==> src/rtl/lru_psw_pkg.sv <==
// shared types and constants for the lru page replacement swap unit
package lru_psw_pkg;

  localparam int DEF_FRAMES     = 8;
  localparam int DEF_SWAP_SLOTS = 64;
  localparam int DEF_PAGE_BITS  = 16;

  // fixed port field widths
  localparam int PAGE_W   = 16;
  localparam int NFRM_W   = 4;
  localparam int SWSZ_W   = 7;
  localparam int FTOT_W   = 32;
  localparam int APB_AW   = 3;
  localparam int APB_DW   = 32;

  localparam logic [NFRM_W-1:0] RST_NUM_FRAMES = NFRM_W'(8);
  localparam logic [SWSZ_W-1:0] RST_SWAP_SIZE  = SWSZ_W'(64);

  // register index, taken from paddr[2]
  localparam logic REG_NUM_FRAMES = 1'b0;
  localparam logic REG_SWAP_SIZE  = 1'b1;

  typedef enum logic [1:0] {
    ST_IDLE,
    ST_FSRCH,
    ST_SSRCH,
    ST_UPD
  } ctrl_state_t;

  typedef struct packed {
    logic start;
    logic fs_step;
    logic sw_start;
    logic sw_step;
    logic commit;
  } dp_cmd_t;

  typedef struct packed {
    logic fs_done;
    logic fs_hit;
    logic full;
    logic sw_done;
    logic out_free;
  } dp_sts_t;

endpackage

==> src/rtl/lru_page_replacement_swap_unit.sv <==
// lru page replacement with swap store: each request goes through a frame search, a swap search
// on an eviction only, and a commit; the frame search scans one frame per cycle up to the frame count
// the swap search does one swap memory read per cycle, over the entries held in the swap store
// one request in flight; the commit waits while the result register is still full
// rst_n is synchronous: frames and swap store read as empty at once, no clearing pass
module lru_page_replacement_swap_unit import lru_psw_pkg::*; #(
  parameter int FRAMES     = DEF_FRAMES,
  parameter int SWAP_SLOTS = DEF_SWAP_SLOTS,
  parameter int PAGE_BITS  = DEF_PAGE_BITS
) (
  input  logic              clk,
  input  logic              rst_n,
  input  logic              in_valid,
  output logic              in_ready,
  input  logic [PAGE_W-1:0] in_page,
  output logic              out_valid,
  input  logic              out_ready,
  output logic              out_fault,
  output logic              out_evict_valid,
  output logic [PAGE_W-1:0] out_evicted_page,
  output logic              out_swap_written,
  output logic              out_swap_dropped,
  output logic [FTOT_W-1:0] out_fault_total,
  input  logic              psel,
  input  logic              penable,
  input  logic              pwrite,
  input  logic [APB_AW-1:0] paddr,
  input  logic [APB_DW-1:0] pwdata,
  output logic [APB_DW-1:0] prdata,
  output logic              pready
);

  logic [NFRM_W-1:0] num_frames_r;
  logic [SWSZ_W-1:0] swap_size_r;
  logic              cfg_wr;
  dp_cmd_t           cmd;
  dp_sts_t           sts;

  assign pready = 1'b1;
  assign cfg_wr = psel && penable && pwrite;

  always_ff @(posedge clk) begin
    if (!rst_n) begin
      num_frames_r <= RST_NUM_FRAMES;
      swap_size_r  <= RST_SWAP_SIZE;
    end else if (cfg_wr) begin
      case (paddr[2])
        REG_NUM_FRAMES: num_frames_r <= pwdata[NFRM_W-1:0];
        REG_SWAP_SIZE:  swap_size_r  <= pwdata[SWSZ_W-1:0];
        default: ;
      endcase
    end
  end

  always_comb begin
    case (paddr[2])
      REG_NUM_FRAMES: prdata = {{(APB_DW-NFRM_W){1'b0}}, num_frames_r};
      REG_SWAP_SIZE:  prdata = {{(APB_DW-SWSZ_W){1'b0}}, swap_size_r};
      default:        prdata = '0;
    endcase
  end

  lru_psw_ctrl u_ctrl (
    .clk      (clk),
    .rst_n    (rst_n),
    .in_valid (in_valid),
    .in_ready (in_ready),
    .sts      (sts),
    .cmd      (cmd)
  );

  lru_psw_dp #(
    .FRAMES     (FRAMES),
    .SWAP_SLOTS (SWAP_SLOTS),
    .PAGE_BITS  (PAGE_BITS)
  ) u_dp (
    .clk              (clk),
    .rst_n            (rst_n),
    .in_page          (in_page),
    .num_frames       (num_frames_r),
    .swap_size        (swap_size_r),
    .cmd              (cmd),
    .sts              (sts),
    .out_valid        (out_valid),
    .out_ready        (out_ready),
    .out_fault        (out_fault),
    .out_evict_valid  (out_evict_valid),
    .out_evicted_page (out_evicted_page),
    .out_swap_written (out_swap_written),
    .out_swap_dropped (out_swap_dropped),
    .out_fault_total  (out_fault_total)
  );

endmodule

==> src/rtl/lru_psw_ctrl.sv <==
// sequencer for lookup, swap search and commit of one page request
module lru_psw_ctrl import lru_psw_pkg::*; (
  input  logic    clk,
  input  logic    rst_n,
  input  logic    in_valid,
  output logic    in_ready,
  input  dp_sts_t sts,
  output dp_cmd_t cmd
);

  ctrl_state_t state_r, state_nxt;

  always_ff @(posedge clk) begin
    if (!rst_n) begin
      state_r <= ST_IDLE;
    end else begin
      state_r <= state_nxt;
    end
  end

  always_comb begin
    state_nxt = state_r;
    case (state_r)
      ST_IDLE: begin
        if (in_valid) state_nxt = ST_FSRCH;
      end
      ST_FSRCH: begin
        if (sts.fs_done) begin
          if (sts.fs_hit)    state_nxt = ST_UPD;
          else if (sts.full) state_nxt = ST_SSRCH;
          else               state_nxt = ST_UPD;
        end
      end
      ST_SSRCH: begin
        if (sts.sw_done) state_nxt = ST_UPD;
      end
      ST_UPD: begin
        if (sts.out_free) state_nxt = ST_IDLE;
      end
      default: state_nxt = ST_IDLE;
    endcase
  end

  always_comb begin
    cmd      = '0;
    in_ready = 1'b0;
    case (state_r)
      ST_IDLE: begin
        in_ready  = 1'b1;
        cmd.start = in_valid;
      end
      ST_FSRCH: begin
        cmd.fs_step  = 1'b1;
        cmd.sw_start = sts.fs_done && !sts.fs_hit && sts.full;
      end
      ST_SSRCH: begin
        cmd.sw_step = 1'b1;
      end
      ST_UPD: begin
        cmd.commit = sts.out_free;
      end
      default: begin
        cmd = '0;
      end
    endcase
  end

endmodule

==> src/rtl/lru_psw_dp.sv <==
// frame list, swap store, fault counter and result register
module lru_psw_dp import lru_psw_pkg::*; #(
  parameter int FRAMES     = DEF_FRAMES,
  parameter int SWAP_SLOTS = DEF_SWAP_SLOTS,
  parameter int PAGE_BITS  = DEF_PAGE_BITS
) (
  input  logic              clk,
  input  logic              rst_n,
  input  logic [PAGE_W-1:0] in_page,
  input  logic [NFRM_W-1:0] num_frames,
  input  logic [SWSZ_W-1:0] swap_size,
  input  dp_cmd_t           cmd,
  output dp_sts_t           sts,
  output logic              out_valid,
  input  logic              out_ready,
  output logic              out_fault,
  output logic              out_evict_valid,
  output logic [PAGE_W-1:0] out_evicted_page,
  output logic              out_swap_written,
  output logic              out_swap_dropped,
  output logic [FTOT_W-1:0] out_fault_total
);

  localparam int FAW = (FRAMES > 1) ? $clog2(FRAMES) : 1;
  localparam int FCW = $clog2(FRAMES + 1);
  localparam int SAW = (SWAP_SLOTS > 1) ? $clog2(SWAP_SLOTS) : 1;
  localparam int SCW = $clog2(SWAP_SLOTS + 1);
  localparam logic [SCW:0]   SLOTS_X  = (SCW + 1)'(SWAP_SLOTS);
  localparam logic [SAW-1:0] SLOT_TOP = SAW'(SWAP_SLOTS - 1);

  logic [PAGE_BITS-1:0] pg_r;
  logic [PAGE_BITS-1:0] ev_r;

  // frame list, index 0 least recent
  logic [PAGE_BITS-1:0] frm_r   [FRAMES];
  logic [PAGE_BITS-1:0] frm_nxt [FRAMES];
  logic [PAGE_BITS-1:0] frm_up  [FRAMES];
  logic [FCW-1:0]       frm_cnt_r;
  logic [FCW-1:0]       fidx_r;
  logic [FAW-1:0]       pos_r;
  logic                 hit_r;
  logic [FCW-1:0]       flim;
  logic [PAGE_BITS-1:0] frm_rd;
  logic                 fs_match;
  logic                 full;
  logic                 shift_en;
  logic [FCW-1:0]       wr_idx;
  logic [FCW-1:0]       pos_x;

  // swap store
  logic [PAGE_BITS-1:0] swp_mem [SWAP_SLOTS];
  logic [PAGE_BITS-1:0] sw_rd_r;
  logic [SAW-1:0]       head_r;
  logic [SCW-1:0]       scnt_r;
  logic [SAW-1:0]       rp_r;
  logic [SCW-1:0]       iss_r;
  logic [SCW-1:0]       cmpc_r;
  logic                 cmpv_r;
  logic                 found_r;
  logic [SCW-1:0]       slim;
  logic                 sw_issue;
  logic [SCW:0]         wsum;
  logic [SAW-1:0]       waddr;

  logic [FTOT_W-1:0]    ftot_r;
  logic                 evict;
  logic                 written;
  logic                 dropped;

  logic                 out_valid_r;
  logic                 out_fault_r;
  logic                 out_evict_valid_r;
  logic [PAGE_W-1:0]    out_evicted_page_r;
  logic                 out_swap_written_r;
  logic                 out_swap_dropped_r;
  logic [FTOT_W-1:0]    out_fault_total_r;

  // limits with out-of-range settings clamped
  always_comb begin
    if (num_frames == '0)                          flim = FCW'(1);
    else if ({28'd0, num_frames} > 32'(FRAMES))    flim = FCW'(FRAMES);
    else                                           flim = FCW'(num_frames);
    if (swap_size == '0)                           slim = SCW'(1);
    else if ({25'd0, swap_size} > 32'(SWAP_SLOTS)) slim = SCW'(SWAP_SLOTS);
    else                                           slim = SCW'(swap_size);
  end

  assign full     = (frm_cnt_r >= flim);
  assign frm_rd   = frm_r[fidx_r[FAW-1:0]];
  assign fs_match = (fidx_r < frm_cnt_r) && (frm_rd == pg_r);

  for (genvar g = 0; g < FRAMES; g++) begin : g_up
    if (g < FRAMES - 1) begin : g_nb
      assign frm_up[g] = frm_r[g + 1];
    end else begin : g_last
      assign frm_up[g] = frm_r[g];
    end
  end

  // close the gap at pos and put the requested page on the most recent end
  assign evict    = !hit_r && full;
  assign shift_en = hit_r || full;
  assign wr_idx   = shift_en ? (frm_cnt_r - 1'b1) : frm_cnt_r;
  assign pos_x    = hit_r ? FCW'(pos_r) : '0;

  always_comb begin
    for (int i = 0; i < FRAMES; i++) begin
      if (FCW'(i) == wr_idx)
        frm_nxt[i] = pg_r;
      else if (shift_en && (FCW'(i) >= pos_x) && (FCW'(i + 1) < frm_cnt_r))
        frm_nxt[i] = frm_up[i];
      else
        frm_nxt[i] = frm_r[i];
    end
  end

  assign written = evict && !found_r;
  assign dropped = written && (scnt_r >= slim);
  assign wsum    = (SCW + 1)'(head_r) + (SCW + 1)'(scnt_r);
  assign waddr   = (wsum >= SLOTS_X) ? SAW'(wsum - SLOTS_X) : SAW'(wsum);
  assign sw_issue = cmd.sw_step && (iss_r < scnt_r);

  always_ff @(posedge clk) begin
    if (cmd.start) pg_r <= PAGE_BITS'(in_page);
    if (cmd.sw_start) ev_r <= frm_r[0];
    if (cmd.commit) frm_r <= frm_nxt;
    if (cmd.fs_step && fs_match) pos_r <= fidx_r[FAW-1:0];
  end

  always_ff @(posedge clk) begin
    if (cmd.commit && written) swp_mem[waddr] <= ev_r;
    if (sw_issue) sw_rd_r <= swp_mem[rp_r];
  end

  always_ff @(posedge clk) begin
    if (!rst_n) begin
      frm_cnt_r <= '0;
      fidx_r    <= '0;
      hit_r     <= 1'b0;
      head_r    <= '0;
      scnt_r    <= '0;
      rp_r      <= '0;
      iss_r     <= '0;
      cmpc_r    <= '0;
      cmpv_r    <= 1'b0;
      found_r   <= 1'b0;
      ftot_r    <= '0;
    end else begin
      if (cmd.start) begin
        fidx_r <= '0;
        hit_r  <= 1'b0;
      end else if (cmd.fs_step) begin
        if (fs_match)                  hit_r  <= 1'b1;
        else if (fidx_r != frm_cnt_r)  fidx_r <= fidx_r + 1'b1;
      end

      if (cmd.sw_start) begin
        rp_r    <= head_r;
        iss_r   <= '0;
        cmpc_r  <= '0;
        cmpv_r  <= 1'b0;
        found_r <= 1'b0;
      end else if (cmd.sw_step) begin
        // read issued one cycle, compared the next
        cmpv_r <= sw_issue;
        if (sw_issue) begin
          rp_r  <= (rp_r == SLOT_TOP) ? '0 : rp_r + 1'b1;
          iss_r <= iss_r + 1'b1;
        end
        if (cmpv_r) begin
          cmpc_r <= cmpc_r + 1'b1;
          if (sw_rd_r == ev_r) found_r <= 1'b1;
        end
      end

      if (cmd.commit) begin
        if (!shift_en) frm_cnt_r <= frm_cnt_r + 1'b1;
        if (!hit_r && (ftot_r != '1)) ftot_r <= ftot_r + 1'b1;
        if (dropped) head_r <= (head_r == SLOT_TOP) ? '0 : head_r + 1'b1;
        if (written && !dropped) scnt_r <= scnt_r + 1'b1;
      end
    end
  end

  // result register
  always_ff @(posedge clk) begin
    if (!rst_n) begin
      out_valid_r <= 1'b0;
    end else if (cmd.commit) begin
      out_valid_r <= 1'b1;
    end else if (out_ready) begin
      out_valid_r <= 1'b0;
    end
  end

  always_ff @(posedge clk) begin
    if (cmd.commit) begin
      out_fault_r        <= !hit_r;
      out_evict_valid_r  <= evict;
      out_evicted_page_r <= evict ? PAGE_W'(ev_r) : '0;
      out_swap_written_r <= written;
      out_swap_dropped_r <= dropped;
      out_fault_total_r  <= (!hit_r && (ftot_r != '1)) ? ftot_r + 1'b1 : ftot_r;
    end
  end

  assign sts.fs_done  = fs_match || (fidx_r == frm_cnt_r);
  assign sts.fs_hit   = fs_match;
  assign sts.full     = full;
  assign sts.sw_done  = found_r || (cmpc_r == scnt_r);
  assign sts.out_free = !out_valid_r || out_ready;

  assign out_valid        = out_valid_r;
  assign out_fault        = out_fault_r;
  assign out_evict_valid  = out_evict_valid_r;
  assign out_evicted_page = out_evicted_page_r;
  assign out_swap_written = out_swap_written_r;
  assign out_swap_dropped = out_swap_dropped_r;
  assign out_fault_total  = out_fault_total_r;

  a_frm_cnt: assert property (@(posedge clk) disable iff (!rst_n)
    frm_cnt_r <= FCW'(FRAMES))
    else $error("frame count above frame capacity");

  a_swp_cnt: assert property (@(posedge clk) disable iff (!rst_n)
    scnt_r <= SCW'(SWAP_SLOTS))
    else $error("swap count above swap capacity");

  a_no_evict: assert property (@(posedge clk) disable iff (!rst_n)
    out_valid_r && !out_evict_valid_r |->
      (out_evicted_page_r == '0) && !out_swap_written_r && !out_swap_dropped_r)
    else $error("swap activity without an eviction");

  a_drop_wr: assert property (@(posedge clk) disable iff (!rst_n)
    out_valid_r && out_swap_dropped_r |-> out_swap_written_r && out_fault_r)
    else $error("swap drop without an append on a fault");

  a_ftot: assert property (@(posedge clk) disable iff (!rst_n)
    cmd.commit |=> ftot_r >= $past(ftot_r))
    else $error("fault counter went backwards");

endmodule

==> config.mk <==
export PLATFORM = sky130hd
export DESIGN_NAME = lru_page_replacement_swap_unit
export DESIGN_NICKNAME = d
export VERILOG_FILES = /design/src/rtl/lru_psw_pkg.sv /design/src/rtl/lru_page_replacement_swap_unit.sv /design/src/rtl/lru_psw_ctrl.sv /design/src/rtl/lru_psw_dp.sv
export SDC_FILE = /design/constraint.sdc
export NUM_CORES = 2
export LEC_CHECK = 0
export BUFFER_PORTS_ARGS = -buffer_cell sky130_fd_sc_hd__buf_2
export CAP_MARGIN = 5
export CORE_AREA = 2 2 349 351
export CTS_CLUSTER_DIAMETER = 80
export DETAILED_ROUTE_END_ITERATION = 7
export DIE_AREA = 0 0 351 353
export GPL_TIMING_DRIVEN = 0
export SLEW_MARGIN = 25
export SYNTH_ARGS = -nofsm -noshare
export SYNTH_HDL_FRONTEND = slang
export SYNTH_SLANG_ARGS = --single-unit
==> constraint.sdc <==
create_clock -name clk -period 11.7 [get_ports clk]
set_clock_uncertainty 0.1 [all_clocks]
set_input_delay 1.755 -clock clk [delete_from_list [all_inputs] [get_ports clk]]
set_output_delay 1.755 -clock clk [all_outputs]
set_load 0.02 [all_outputs]
==> flow_summary.toml <==
[placed_design]
io_buffers = 91
dp.cells = 4724
dpl.hpwl_um = 96100
gp_congestion = 0.891
placed_area_mm2 = 0.0596

[timing]
hold_violations = 0
slew_headroom_pct = 23.0
fin_crit_sh_pct = 45.1
slew_viol_final = 0
worst-slew-pin-transition_ns = 1.15
finalCriticalPeriod_ns = 5.27
tns_ns = 0
finalSetupViolations = 0
grt_setup_unrepaired = "false"
max_freq_mhz = 190

[pwr]
power_switching_mw = 2.15
intPower_mw = 8.02
swShare_pct = 21.2
finalPower_mw = 10.2
pwr_density_cell_mw_per_mm2 = 159
p_comb_share_pct = 4.7
power_frac_seq_pct = 52.4
ir_worst_vdd_uv = 106
p_clk_share_pct = 42.8
p_leak_nw = 20.1

[layout]
postLayoutCellArea_mm2 = 0.0641
layout-drive-gt1-share_pct = 31.3
diodes = 0
finalNonFillerCells = 4970
nNetsFinal = 3340
area_delta_synth_final_pct = 16.6
nFillCells = 9332

[setup_path]
cpMostUsedCell = "a21o_1"
critPathRequiredTime_ns = 12.04
crit_type = "flip-flop to flip-flop"
cp_num_buf_inv = 3
start_kind = "flip-flop"
cp-startpoint = "u_dp.frm_cnt_r[0]$_SDFFE_PN0P_"
critPathTopFamily = "simple AND/OR/NAND/NOR gates"
cpMaxStageDelayCell = "nand3_1"
path_max_fanout = 10
worstPathCellList = "clkbuf_1 -> inv_1 -> ha_1 -> nand2b_1 -> a21o_1 -> a21o_1 -> a21o_1 -> nand2_1 -> nor4_1 -> nand3_1 -> nor2_2 -> buf_8"
cp.arrival_ns = 5.62
critPathCaptureType = "flip-flop"
max_stage_delay_ns = 1.02
rr_startpoint = "u_dp.frm_cnt_r[0]$_SDFFE_PN0P_"

[synth]
synth_ff_type = "edfxtp_1"
yosys_warnings = 0
synthesis.area_per_instance_um2 = 19.2
netlist_top_cells_area = "edfxtp_1 69%, mux4_2 14%, dfxtp_1 3.3%"
synth_largest_area_cell = "edfxtp_1"
post-synth-top-count-cell = "edfxtp_1"
async_reset_ff_share_pct = 0
synth_top_area_share_pct = 68.6
synth_area_mm2 = 0.0550
ys_top_cells_by_count = "1,255 x edfxtp_1, 337 x mux4_2, 153 x nor2_1"
ys_seq_area_share_pct = 71.8
synth_seq_cells = 1345
synth_cell_types = 70
synth_cells = 2861
synth-edff-count = 1255

[min_path]
hold_path_startpoint = "u_dp.frm_r[120]$_DFFE_PP_"
min_path_type = "flip-flop to flip-flop"

[route]
wl_per_cell_um = 27.4
vias_per_cell = 5.78
ant_nets = 0
totalWireLength_um = 136000
drc = 0
drtIter0Drc = 3253
drt_pass1_iterations = 5
num_vias = 28740

[clock_tree]
clock_path_buffers = 3
cts_setup_buffers = 0
ctsResizeCount = 0
cts_hold_buf = 0
numCtsBuffers = 140
cts_root_buf = "clkbuf_16"
clk_pin_slew_ns = 0.06
cts.sink_count = 1345
insertion_delay_ns = 0.75
htreeDepth = 4
tritoncts = "built"

[global_route]
grt_pass1_wl_um = 199000
grt_usage_pct = 22.2
gr-total-overflow = 0
antenna_found_initial = 3
grt_pass1_vias = 29259
grt_max_degree = 49

[floorplanning]
die_h_um = 353
ios = 145
core.rowCount = 128
die_area_mm2 = 0.124
die_x_um = 351
core_area_mm2 = 0.121
start_util_pct = 45.6

[run]
drv_cap = 0

[run_status]
status = "complete, no violations"
==> final timing paths <==
kind                                                 endpoint  slack, ns  cells past startpoint
worst max-delay path            u_dp.swp_mem[49][6]$_DFFE_PP_       6.43                     12
worst min-delay path                   u_dp.ev_r[8]$_DFFE_PP_       0.35                      0
worst max register to register  u_dp.swp_mem[49][6]$_DFFE_PP_       6.43                     12
worst min register to register         u_dp.ev_r[8]$_DFFE_PP_       0.35                      0
==> registers in the layout, summed over array words and instances, names as in the netlist, 16 cells and up <==
| signal | count |
|---|---|
| u_dp.frm_r | 128 |
| u_dp.sw_rd_r | 16 |
| u_dp.out_fault_total | 32 |
| u_dp.pg_r | 16 |
| u_dp.ftot_r | 32 |
| u_dp.swp_mem | 1024 |
| u_dp.ev_r | 16 |
| u_dp.out_evicted_page | 16 |
==> kinds of logic (layout without fill, tap and decap cells) <==
logic type	Yosys count	after routing	share of synthesized area (%)
fa+ha+maj	41	41	0.947
compound gates	170	170	1.93
mux	532	532	17.7
buf+inv	195	655	1.63
other cells	2	26	0.0137
simple gates	460	460	4.09
flops	1345	1345	71.8
xor+xnor	116	116	1.85
==> stage by stage <==
stage          utilization [%]  hold slack (ns)  worst slack (ns)
5_1_grt                   53.1            0.367              6.21
3_5_place_dp              49.4            0.340              6.07
6_report                  53.1            0.348              6.43
2_1_floorplan                -            0.321              6.72
4_1_cts                   53.1            0.351              6.53
3_3_place_gp              47.7            0.328              5.00
==> power by group through the flow <==
stage | Combinational [mW] | Clock, mW | Sequential [mW]
after detailed placement | 0.481 | 0 | 5.43
after global routing | 0.512 | 4.62 | 5.34
after floorplan | 0.266 | 0 | 5.46
after global placement | 0.446 | 0 | 5.45
after CTS | 0.483 | 4.43 | 5.33
final | 0.481 | 4.36 | 5.33
==> routing by layer <==
layer / share of wire [%] / routed length (um) / vias to the layer above / track usage, %
li1: - / - / 12284 / -
met1: 41 / 55600 / 15113 / 30.2
met2: 49 / 66800 / 1115 / 35.8
met3: 6.9 / 9420 / 228 / 4.44
met4: 3.2 / 4320 / 0 / 7.69
met5: 0 / 0 / - / 0
==> area by class of cell <==
| cell class | instances | area (um2) | area share (%) |
|---|---|---|---|
| Clock inverter | 64 | 654 | 1.02 |
| Clock buffer | 182 | 3810 | 5.95 |
| Sequential cell | 1345 | 39500 | 61.6 |
| Timing Repair Buffer | 214 | 2250 | 3.51 |
| Inverter | 31 | 116 | 0.182 |
| Buffer | 164 | 806 | 1.26 |
| Multi-Input combinational cell | 1345 | 14900 | 23.3 |
| Tap cell | 1625 | 2030 | 3.17 |
==> cell usage in the layout, fill, tap and decap left out, types with 14 or more instances in the layout <==
cell type,n
buf_8,67
nor2_1,89
nand3_1,38
and3_1,28
conb_1,26
mux2_2,145
mux4_2,337
ha_1,40
buf_4,29
buf_1,14
buf_2,110
inv_1,28
buf_6,50
nor3_1,21
o21ai_0,46
xnor2_1,70
a21oi_1,49
xor2_1,46
nor2_4,14
or3_1,16
nand2_1,114
dfxtp_1,90
nand4_1,26
nor2_2,60
edfxtp_1,1255
mux2i_1,50
clkbuf_2,16
clkinv_2,15
clkbuf_1,116
clkbuf_16,147
clkinv_1,29
Note: power is estimated with default switching activity, not from simulation.
